[config.mk]
export PLATFORM = sky130hd
export DESIGN_NAME = cascaded_interrupt_priority_controller_core_flat
export DESIGN_NICKNAME = d
export VERILOG_FILES = /design/src/rtl/core/cipc_pkg.sv /design/src/rtl/core/cipc_if.sv /design/src/rtl/core/cascaded_interrupt_priority_controller_core.sv /design/src/rtl/core/cipc_resolve.sv /design/src/flat_wrapper.sv
export SDC_FILE = /design/constraint.sdc
export NUM_CORES = 1
export LEC_CHECK = 0
export BUFFER_PORTS_ARGS = -buffer_cell sky130_fd_sc_hd__clkbuf_2
export CAP_MARGIN = 20
export CORE_MARGIN = 3
export CORE_UTILIZATION = 40
export DETAILED_ROUTE_END_ITERATION = 10
export PLACE_DENSITY = 0.69
export SLEW_MARGIN = 20
export SYNTH_ARGS = -nofsm -noshare
export SYNTH_HDL_FRONTEND = slang
export SYNTH_SLANG_ARGS = --single-unit
export TNS_END_PERCENT = 10
[constraint.sdc]
create_clock -name clk -period 4.3 [get_ports clk]
set_input_delay 0.215 -clock clk [delete_from_list [all_inputs] [get_ports clk]]
set_output_delay 0.215 -clock clk [all_outputs]
set_load 0.005 [all_outputs]
[src/rtl/core/cipc_pkg.sv]
// Package for the cascaded interrupt priority controller core.
// Holds opcodes, register indexes, widths, shared types and the priority encoder.
// Has no dependencies.
package cipc_pkg;

    localparam int MASK_W = 8;
    localparam int LINE_W = 4;
    localparam int VECTOR_W = 6;
    localparam int CFG_INDEX_W = 1;

    localparam logic [VECTOR_W-1:0] VECTOR_BASE = 6'd32;
    localparam logic [2:0] CASCADE_BIT = 3'd2;
    localparam logic [LINE_W-1:0] NO_LINE = 4'd8;

    typedef enum logic
    {
        OP_RAISE = 1'b0,
        OP_ACK   = 1'b1
    } opcode_t;

    typedef enum logic [CFG_INDEX_W-1:0]
    {
        REG_MASTER_MASK = 1'b0,
        REG_SLAVE_MASK  = 1'b1
    } cfg_index_t;

    typedef struct packed
    {
        logic              req;
        logic [LINE_W-1:0] line;
    } resolve_t;

    // Returns the index of the lowest set bit, or eight when no bit is set.
    function automatic logic [LINE_W-1:0] lowest_set(input logic [MASK_W-1:0] v);
        logic [LINE_W-1:0] idx;
        idx = NO_LINE;
        for (int i = MASK_W - 1; i >= 0; i--)
        begin
            if (v[i])
            begin
                idx = i[LINE_W-1:0];
            end
        end
        return idx;
    endfunction

endpackage

[src/rtl/core/cipc_if.sv]
// Handshake interfaces for the request and result channels.
// Depends on cipc_pkg for field widths.
interface cipc_req_if;
    logic                          valid;
    logic                          ready;
    logic                          opcode;
    logic [cipc_pkg::LINE_W-1:0]   line;

    modport source (output valid, output opcode, output line, input ready);
    modport sink (input valid, input opcode, input line, output ready);
endinterface

interface cipc_rsp_if;
    logic                          valid;
    logic                          ready;
    logic                          intr_request;
    logic [cipc_pkg::VECTOR_W-1:0] vector;

    modport source (output valid, output intr_request, output vector, input ready);
    modport sink (input valid, input intr_request, input vector, output ready);
endinterface

[src/rtl/core/cascaded_interrupt_priority_controller_core.sv]
// Top level of the cascaded interrupt priority controller core.
// Depends on cipc_pkg, the interfaces in cipc_if and cipc_resolve.

// A master/slave pair of 8-line priority controllers behind a single request channel.
// The block takes one request per clock cycle unless result.ready holds back the result, and returns
// one result for each: an accepted request waits in the input register, and when it advances the
// request bits are updated, the winner is resolved by two 8-bit priority encoders and the
// result register is loaded.
// The request-bit update and the encoders form the single feedback path that sets this rate.
// The mask registers may be written only while no request is in flight.
module cascaded_interrupt_priority_controller_core
(
    input  logic                             clk,
    input  logic                             rst_n,
    cipc_req_if.sink                         request,
    cipc_rsp_if.source                       result,
    input  logic                             cfg_wr_en,
    input  logic [cipc_pkg::CFG_INDEX_W-1:0] cfg_index,
    input  logic [cipc_pkg::MASK_W-1:0]      cfg_data
);

    logic                          s1_valid_reg;
    logic                          s1_opcode_reg;
    logic [cipc_pkg::LINE_W-1:0]   s1_line_reg;

    logic [cipc_pkg::MASK_W-1:0]   master_mask_reg;
    logic [cipc_pkg::MASK_W-1:0]   slave_mask_reg;
    logic [cipc_pkg::MASK_W-1:0]   master_req_reg;
    logic [cipc_pkg::MASK_W-1:0]   slave_req_reg;
    logic [cipc_pkg::LINE_W-1:0]   cur_line_reg;
    logic                          cur_valid_reg;

    logic                          out_valid_reg;
    logic                          out_intr_reg;
    logic [cipc_pkg::VECTOR_W-1:0] out_vector_reg;

    logic [cipc_pkg::MASK_W-1:0]   master_req_next;
    logic [cipc_pkg::MASK_W-1:0]   slave_req_next;
    logic                          advance;
    logic                          take;
    cipc_pkg::resolve_t            winner;

    assign advance = s1_valid_reg && (!out_valid_reg || result.ready);
    assign request.ready = !s1_valid_reg || advance;
    assign take = request.valid && request.ready;

    // A slave line always involves the master's cascade bit, on raise and on acknowledge.
    always_comb
    begin
        master_req_next = master_req_reg;
        slave_req_next  = slave_req_reg;
        if (s1_opcode_reg == cipc_pkg::OP_RAISE)
        begin
            if (!s1_line_reg[3])
            begin
                master_req_next[s1_line_reg[2:0]] = 1'b1;
            end
            else
            begin
                slave_req_next[s1_line_reg[2:0]]     = 1'b1;
                master_req_next[cipc_pkg::CASCADE_BIT] = 1'b1;
            end
        end
        else if (cur_valid_reg)
        begin
            if (!cur_line_reg[3])
            begin
                master_req_next[cur_line_reg[2:0]] = 1'b0;
            end
            else
            begin
                slave_req_next[cur_line_reg[2:0]]    = 1'b0;
                master_req_next[cipc_pkg::CASCADE_BIT] = 1'b0;
            end
        end
    end

    cipc_resolve u_resolve
    (
        .master_requests (master_req_next),
        .slave_requests  (slave_req_next),
        .master_mask     (master_mask_reg),
        .slave_mask      (slave_mask_reg),
        .winner          (winner)
    );

    always_ff @(posedge clk or negedge rst_n)
    begin
        if (!rst_n)
        begin
            s1_valid_reg    <= 1'b0;
            master_mask_reg <= '0;
            slave_mask_reg  <= '0;
            master_req_reg  <= '0;
            slave_req_reg   <= '0;
            cur_line_reg    <= '0;
            cur_valid_reg   <= 1'b0;
            out_valid_reg   <= 1'b0;
        end
        else
        begin
            if (cfg_wr_en)
            begin
                unique case (cfg_index)
                    cipc_pkg::REG_MASTER_MASK: master_mask_reg <= cfg_data;
                    cipc_pkg::REG_SLAVE_MASK:  slave_mask_reg  <= cfg_data;
                    default: ;
                endcase
            end
            if (request.ready)
            begin
                s1_valid_reg <= request.valid;
            end
            if (advance)
            begin
                master_req_reg <= master_req_next;
                slave_req_reg  <= slave_req_next;
                cur_line_reg   <= winner.line;
                cur_valid_reg  <= winner.req;
                out_valid_reg  <= 1'b1;
            end
            else if (result.ready)
            begin
                out_valid_reg <= 1'b0;
            end
        end
    end

    always_ff @(posedge clk)
    begin
        if (take)
        begin
            s1_opcode_reg <= request.opcode;
            s1_line_reg   <= request.line;
        end
        if (advance)
        begin
            out_intr_reg   <= winner.req;
            out_vector_reg <= winner.req
                ? cipc_pkg::VECTOR_BASE + {2'b00, winner.line}
                : '0;
        end
    end

    assign result.valid        = out_valid_reg;
    assign result.intr_request = out_intr_reg;
    assign result.vector       = out_vector_reg;

endmodule

[src/rtl/core/cipc_resolve.sv]
// Priority resolution across the master and slave request bits.
// Depends on cipc_pkg for the encoder, the cascade bit and the result type.
module cipc_resolve
(
    input  logic [cipc_pkg::MASK_W-1:0] master_requests,
    input  logic [cipc_pkg::MASK_W-1:0] slave_requests,
    input  logic [cipc_pkg::MASK_W-1:0] master_mask,
    input  logic [cipc_pkg::MASK_W-1:0] slave_mask,
    output cipc_pkg::resolve_t          winner
);

    logic [cipc_pkg::LINE_W-1:0] mwin;
    logic [cipc_pkg::LINE_W-1:0] swin;

    assign mwin = cipc_pkg::lowest_set(master_requests & ~master_mask);
    assign swin = cipc_pkg::lowest_set(slave_requests & ~slave_mask);

    // A winning cascade bit hands the decision to the slave; an empty slave means no request.
    always_comb
    begin
        winner.req  = 1'b0;
        winner.line = '0;
        if (!mwin[3])
        begin
            if (mwin[2:0] == cipc_pkg::CASCADE_BIT)
            begin
                if (!swin[3])
                begin
                    winner.req  = 1'b1;
                    winner.line = {1'b1, swin[2:0]};
                end
            end
            else
            begin
                winner.req  = 1'b1;
                winner.line = mwin;
            end
        end
    end

endmodule
[src/flat_wrapper.sv]
// flat-port wrapper written by rule: the top's interface ports become plain ports
module cascaded_interrupt_priority_controller_core_flat 
  (clk, rst_n, cfg_wr_en, cfg_index, cfg_data, request_valid, request_opcode, request_line, request_ready, result_valid, result_intr_request, result_vector, result_ready);
  cipc_req_if request_i ();
  cipc_rsp_if result_i ();
  input  logic clk;
  input  logic rst_n;
  input  logic cfg_wr_en;
  input  logic [cipc_pkg::CFG_INDEX_W-1:0] cfg_index;
  input  logic [cipc_pkg::MASK_W-1:0] cfg_data;
  input wire logic [$bits(request_i.valid)-1:0] request_valid;
  input wire logic [$bits(request_i.opcode)-1:0] request_opcode;
  input wire logic [$bits(request_i.line)-1:0] request_line;
  output wire logic [$bits(request_i.ready)-1:0] request_ready;
  output wire logic [$bits(result_i.valid)-1:0] result_valid;
  output wire logic [$bits(result_i.intr_request)-1:0] result_intr_request;
  output wire logic [$bits(result_i.vector)-1:0] result_vector;
  input wire logic [$bits(result_i.ready)-1:0] result_ready;
  assign request_i.valid = request_valid;
  assign request_i.opcode = request_opcode;
  assign request_i.line = request_line;
  assign request_ready = request_i.ready;
  assign result_valid = result_i.valid;
  assign result_intr_request = result_i.intr_request;
  assign result_vector = result_i.vector;
  assign result_i.ready = result_ready;
  cascaded_interrupt_priority_controller_core u_core (.clk(clk), .rst_n(rst_n), .request(request_i), .result(result_i), .cfg_wr_en(cfg_wr_en), .cfg_index(cfg_index), .cfg_data(cfg_data));
endmodule
## After elaboration in Yosys (flattened, before gate mapping)

Cells that the tools add are included.

| operators by class | value |
|---|---|
| $add $sub $neg | 1 |
| order comparisons | 4 |
| equality and inequality tests | 1 |
| mux-type cells | 37 |
| bitwise logic cells | 10 |
| reductions and logical operators | 11 |

Operators with widths:

| cell | count |
|---|---|
| two-way mux 4 bit | 16 |
| two-way mux 8 bit | 6 |
| AND 8 bit | 4 |
| two-way mux 5 bit | 5 |
| NOT 8 bit | 3 |
| bitwise OR 8 bit | 2 |
| less-than comparator 3 x 4 -> 1 bit, second input constant | 2 |
| adder 6 x 4 -> 6 bit, first input constant | 1 |
| demux 1 bit (select 3 bit) | 2 |
| greater-or-equal comparator 3 x 1 -> 1 bit, second input constant | 2 |
| two-way mux 1 bit | 6 |
| logical AND 1 bit | 4 |
| two-way mux 2 bit | 2 |
| AND reduction 2 bit | 2 |
| == test 3 x 2 -> 1 bit, second input constant | 1 |
| zero test 1 bit | 2 |
| logical OR 1 bit | 2 |
| nonzero test 2 bit | 1 |
| NOT 1 bit | 1 |

| storage, ports and cells | value |
|---|---|
| register bits | 51 |
| input port bits | 19 |
| output and inout bits | 9 |

## Depth between registers and ports, before layout

| logic depth | value |
|---|---|
| depth in word-level cells | 22 |
| gate-level depth with buffers | 8 |
| mapped depth without buffers | 7 |

## Modules after synthesis

Synthesis repeated with hierarchy kept, for this count alone.

| unflattened totals | value |
|---|---|
| cell total of the unflattened synthesis | 267 |
| area, all modules | 2765.2 um^2 |

By module, submodules not included:

| module | instances | cells each | area an instance (um^2) | sequential area each (um^2) |
|---|---|---|---|---|
| cascaded_interrupt_priority_controller_core | 1 | 217 | 2454.9 | 1306.3 |
| cipc_resolve | 1 | 50 | 310.3 | 0.0 |

## Worst setup path before layout

Ideal clock, no wire load.

| path | value |
|---|---|
| path type | reg2reg |
| from | register u_core.s1_line_reg[2] in the netlist's numbering |
| to | register u_core.cur_line_reg[0] in the netlist's numbering |
| setup time | 0.065 ns |
| arrival time | 2.072 ns |
| required time | 4.235 ns |
| setup slack | 2.162 ns |
| stages on the path, launching flop included | 8 |
| buffers on the path | 0 |
| path through | edfxtp_1 nor2_1 a221oi_1 or3_1 or4_1 a21o_1 o22ai_1 mux2_2 |

| on the way | value |
|---|---|
| cells in the longest elaborated chain, start to end | 19 |

Ends and longest elaborated chain:

| element | line | RTL |
|---|---|---|
| from (decl) | cascaded_interrupt_priority_controller_core.sv:24 | `logic [cipc_pkg::LINE_W-1:0] s1_line_reg;` |
| from (signal assigned) | cascaded_interrupt_priority_controller_core.sv:134 | `s1_line_reg <= request.line;` |
| less-than comparator 3 x 4 -> 1 bit (not written as such) / greater-or-equal comparator 3 x 1 -> 1 bit (equally long branches) | cascaded_interrupt_priority_controller_core.sv:56, cascaded_interrupt_priority_controller_core.sv:60 |  |
| logical AND 1 bit (not written as such) | cascaded_interrupt_priority_controller_core.sv:56, cascaded_interrupt_priority_controller_core.sv:60 |  |
| two-way mux 1 bit (not written as such) | cascaded_interrupt_priority_controller_core.sv:56, cascaded_interrupt_priority_controller_core.sv:60 |  |
| demux 1 bit (select 3 bit) * | -- |  |
| bitwise OR 8 bit (no line) | -- |  |
| two-way mux 5 bit / two-way mux 8 bit (equally long branches) | cascaded_interrupt_priority_controller_core.sv:54 | `if (!s1_line_reg[3])` |
| two-way mux 8 bit | cascaded_interrupt_priority_controller_core.sv:52 | `if (s1_opcode_reg == cipc_pkg::OP_RAISE)` |
| AND 8 bit, on equally long branches | cipc_resolve.sv:15, cipc_resolve.sv:16 |  |
| two-way mux 4 bit (8 in a row) | cipc_pkg.sv:39 | `if (v[i])` |
| == test 3 x 2 -> 1 bit / two-way mux 5 bit (equally long branches) | cipc_resolve.sv:25, cipc_resolve.sv:27 |  |
| two-way mux 5 bit | cipc_resolve.sv:25 | `if (mwin[2:0] == cipc_pkg::CASCADE_BIT)` |
| two-way mux 5 bit * | cipc_resolve.sv:23 | `if (!mwin[3])` |
| to (signal assigned) | cascaded_interrupt_priority_controller_core.sv:118 | `cur_line_reg <= winner.line;` |
| to (decl) | cascaded_interrupt_priority_controller_core.sv:30 | `logic [cipc_pkg::LINE_W-1:0] cur_line_reg;` |

Every way passes the cells marked *; elsewhere a longest branch is shown, timed or not.
A chain may end at the register's enable or synchronous reset.

## Final worst setup path

| path | value |
|---|---|
| from | register u_core.s1_opcode_reg |
| to | register u_core.cur_line_reg[1] in the netlist's numbering |

| on the way | value |
|---|---|
| cells in the longest elaborated chain, start to end | 13 |

Ends and longest elaborated chain:

| element | line | RTL |
|---|---|---|
| from (decl) | cascaded_interrupt_priority_controller_core.sv:23 | `logic s1_opcode_reg;` |
| from (signal assigned) | cascaded_interrupt_priority_controller_core.sv:133 | `s1_opcode_reg <= request.opcode;` |
| two-way mux 8 bit | cascaded_interrupt_priority_controller_core.sv:52 |  |
| AND 8 bit, on equally long branches | cipc_resolve.sv:15, cipc_resolve.sv:16 |  |
| two-way mux 4 bit (8 in a row) | cipc_pkg.sv:39 |  |
| == test 3 x 2 -> 1 bit / two-way mux 5 bit (equally long branches) | cipc_resolve.sv:25, cipc_resolve.sv:27 |  |
| two-way mux 5 bit | cipc_resolve.sv:25 |  |
| two-way mux 5 bit * | cipc_resolve.sv:23 |  |

Marked as above.

==> key figures <==
STA
  – Skew final: 5.15 ps
  – Worst Max-Slew Pin Slew: 861 ps
  – Endpoints failing hold: 0
  – Setup TNS: 0 ps
  – Final-report setup violation count: 0
  – Tmin final: 2990 ps
  – RSZ-0062 raised after global routing: no
  – Final worst path period share: 0.696
  – Max Fclk: 334 MHz
  – Rel. slew slack: 0.426
  – Fin. max-slew vios: 0

Worst setup path
  – Slowest CP cell: edfxtp_1
  – Max incr delay on CP: 850 ps
  – Critical path fanouts, max: 23
  – Arrival time at the worst endpoint: 3190 ps
  – FF-to-FF Start: u_core.s1_opcode_reg
  – Crit end category: register
  – CP startpoint kind: register
  – CP Cell Sequence: clkinv_1, a221oi_1, nor3_1, or2_2, a31oi_1, a211oi_2, mux2_2
  – WP data required: 4500 ps
  – Crit path from: u_core.s1_opcode_reg
  – Crit Path Class: reg -> reg

Layout
  – Area added between synthesis and finish: 10.9%
  – Share of cells above drive strength 1: 0.204
  – Nets: 307
  – Antenna diodes: 0
  – Final Cell Area: 2980 um^2

Yosys
  – Ys async rst share: 0.780
  – Cell taking the most area after synthesis: dfrtp_1
  – Largest family of logic cells by synthesized area: compound AO/OA/AOI/OAI gates
  – Netlist Area Pre-Place: 2690 um^2
  – Cell count after synthesis: 266
  – Post-synthesis mux area share: 0.0796
  – EDFF count, synth: 11
  – Most area-consuming cells after synthesis: dfrtp_1 (36%), edfxtp_1 (12%), mux2_2 (8.0%), o21ai_0 (5.6%), a21oi_1 (5.4%)
  – Number of warnings issued by yosys: 0
  – Synth top cells by count: dfrtp_1 (39), o21ai_0 (30), a21oi_1 (29), mux2_2 (19), a31oi_1 (14)
  – #FFs+latches synth: 50
  – Mapped Nets: 285
  – Synth Area in XOR/XNOR: 0
  – Synth Flop Type: dfrtp_1
  – Yosys top cell area share: 0.363
  – Post-synthesis sequential area ratio: 0.486
  – Count of cell types in the netlist: 48
  – Post-synthesis simple-gate area fraction: 0.159
  – Average cell area after synthesis: 10.1 um^2
  – Most frequent cell after synthesis: dfrtp_1
  – Synth Area in Compound Gates: 0.246
  – Post-Synth Adder-Cell Area: 0

Floorplan
  – Rows: 29
  – Die Span X: 88.0 um
  – Starting Density: 0.418
  – Die Span Y: 88.0 um
  – Io pins: 28
  – Die ar.: 7740 um^2
  – Core area: 6420 um^2

Global routing
  – Vias in the first global route: 2,110
  – Initial antenna violation count: 0
  – First-pass GRT wire length: 11,200 um
  – Grt ovf: 0
  – Total GRT Usage: 0.192
  – Pin count of the biggest net entering global routing: 40

Placed design
  – DP HPWL: 5040 um
  – PortBufs: 26
  – GPL Wtd Cong: 0.878
  – Post-DP Area: 2860 um^2

Detailed routing
  – DRC: 0
  – Routed vias/inst: 6.32
  – Routed wire length per instance: 19.2 um
  – Vias: 2,312
  – Initial DRC Count: 257
  – Initial DRT Pass Iterations: 4
  – Antenna-violating nets left: 0
  – WL final: 7010 um

Clock network
  – Post-CTS sizing: 0
  – Worst skew pair latency: 300 ps
  – CTS Hold Bufs: 0
  – Register clock-pin slew on the reported worst setup and hold paths: 90 ps
  – CTS Buffer Depth: 2
  – Post-CTS Setup Inserts: 0
  – Clock tree sinks: 50
  – TritonCTS clock tree: built
  – CTS buffer count: 5
  – H-tree Lvls: 2
  – Root Driver: clkbuf_8

Status
  – Status: complete, no violations

Power and ir drop
  – Pwr/cell area: 552 nW/um^2
  – Pleak: 1.20 nW
  – Peak supply drop: 321 uV

Job
  – Maxcap violations: 0

Hold path
  – HP Class: in -> async
## through the flow
stage,total power [mW],setup WS [ps],std cells,hold slack (ps),utilization
2_1_floorplan,1.11,2160,266,-80.6,-
3_3_place_gp,1.29,1450,358,396,0.446
3_5_place_dp,1.29,1370,358,394,0.446
4_1_cts,1.64,1350,366,75.4,0.464
5_1_grt,1.75,1080,366,68.7,0.464
6_report,1.64,1310,366,16.9,0.464
## worst max-delay path, delay by kind of cell (launching register included)
kind	cells	cell delay, ps
DFF	1	850
AOI/OAI and AO/OA	3	760
and+or+nand+nor	2	520
buffers and inverters	1	480
muxes	1	290
## cell usage in the layout, fill, tap and decap left out, types with 7 or more instances in the layout
| master | count |
|---|---|
| dfrtp_1 | 39 |
| nor3_1 | 7 |
| nor2_1 | 10 |
| o21ai_0 | 30 |
| mux2_2 | 19 |
| clkbuf_2 | 25 |
| edfxtp_1 | 11 |
| a31oi_1 | 14 |
| nor2b_1 | 7 |
| a21oi_1 | 29 |
| nand2_1 | 11 |
## final timing paths
path                                            endpoint  slack, ps  cells past startpoint
worst min-delay path            u_core.slave_mask_reg[3]         20                      1
worst min register to register       u_core.result.valid        500                      1
min in group clk                    u_core.s1_opcode_reg         80                      1
max in group asynchronous       u_core.master_req_reg[6]       3740                      1
worst max register to register    u_core.cur_line_reg[1]       1310                      7
worst max-delay path              u_core.cur_line_reg[1]       1310                      7
## kinds of logic (layout without fill, tap and decap cells)
logic type             Yosys count  count (layout)
AO/OA/AOI/OAI                  107             107
other                            1               1
buffers and inverters           17              40
multiplexers                    19              19
flip-flops                      50              50
AND/OR/NAND/NOR                 72              72
## layer usage
| layer | wire [um] | vias up | share of wire | track usage |
|---|---|---|---|---|
| met5 | 0 | - | 0 | 0 |
| met4 | 97 | 0 | 0.014 | 0.0558 |
| met3 | 652 | 11 | 0.093 | 0.0320 |
| met2 | 3140 | 136 | 0.45 | 0.289 |
| met1 | 3120 | 1107 | 0.45 | 0.284 |
| li1 | - | 1058 | - | - |
## report_power, final
group / switching, mW / leakage, nW / total [mW] / internal (mW)
Sequential: 0.141 / 0.560 / 0.746 / 0.605
Combinational: 0.314 / 0.583 / 0.552 / 0.238
Clock: 0.155 / 0.0585 / 0.345 / 0.190
Total: 0.610 / 1.20 / 1.64 / 1.03
## cell type report
type	instances	area [um^2]
fillers	591	3440
well taps	77	96.3
clock inverters	1	30.0
flip-flops and latches	50	1310
inverters	6	22.5
repair buffers	26	130
multi-input cells	199	1310
clock buffers	7	86.3
Power figures use the tool's default switching activity.
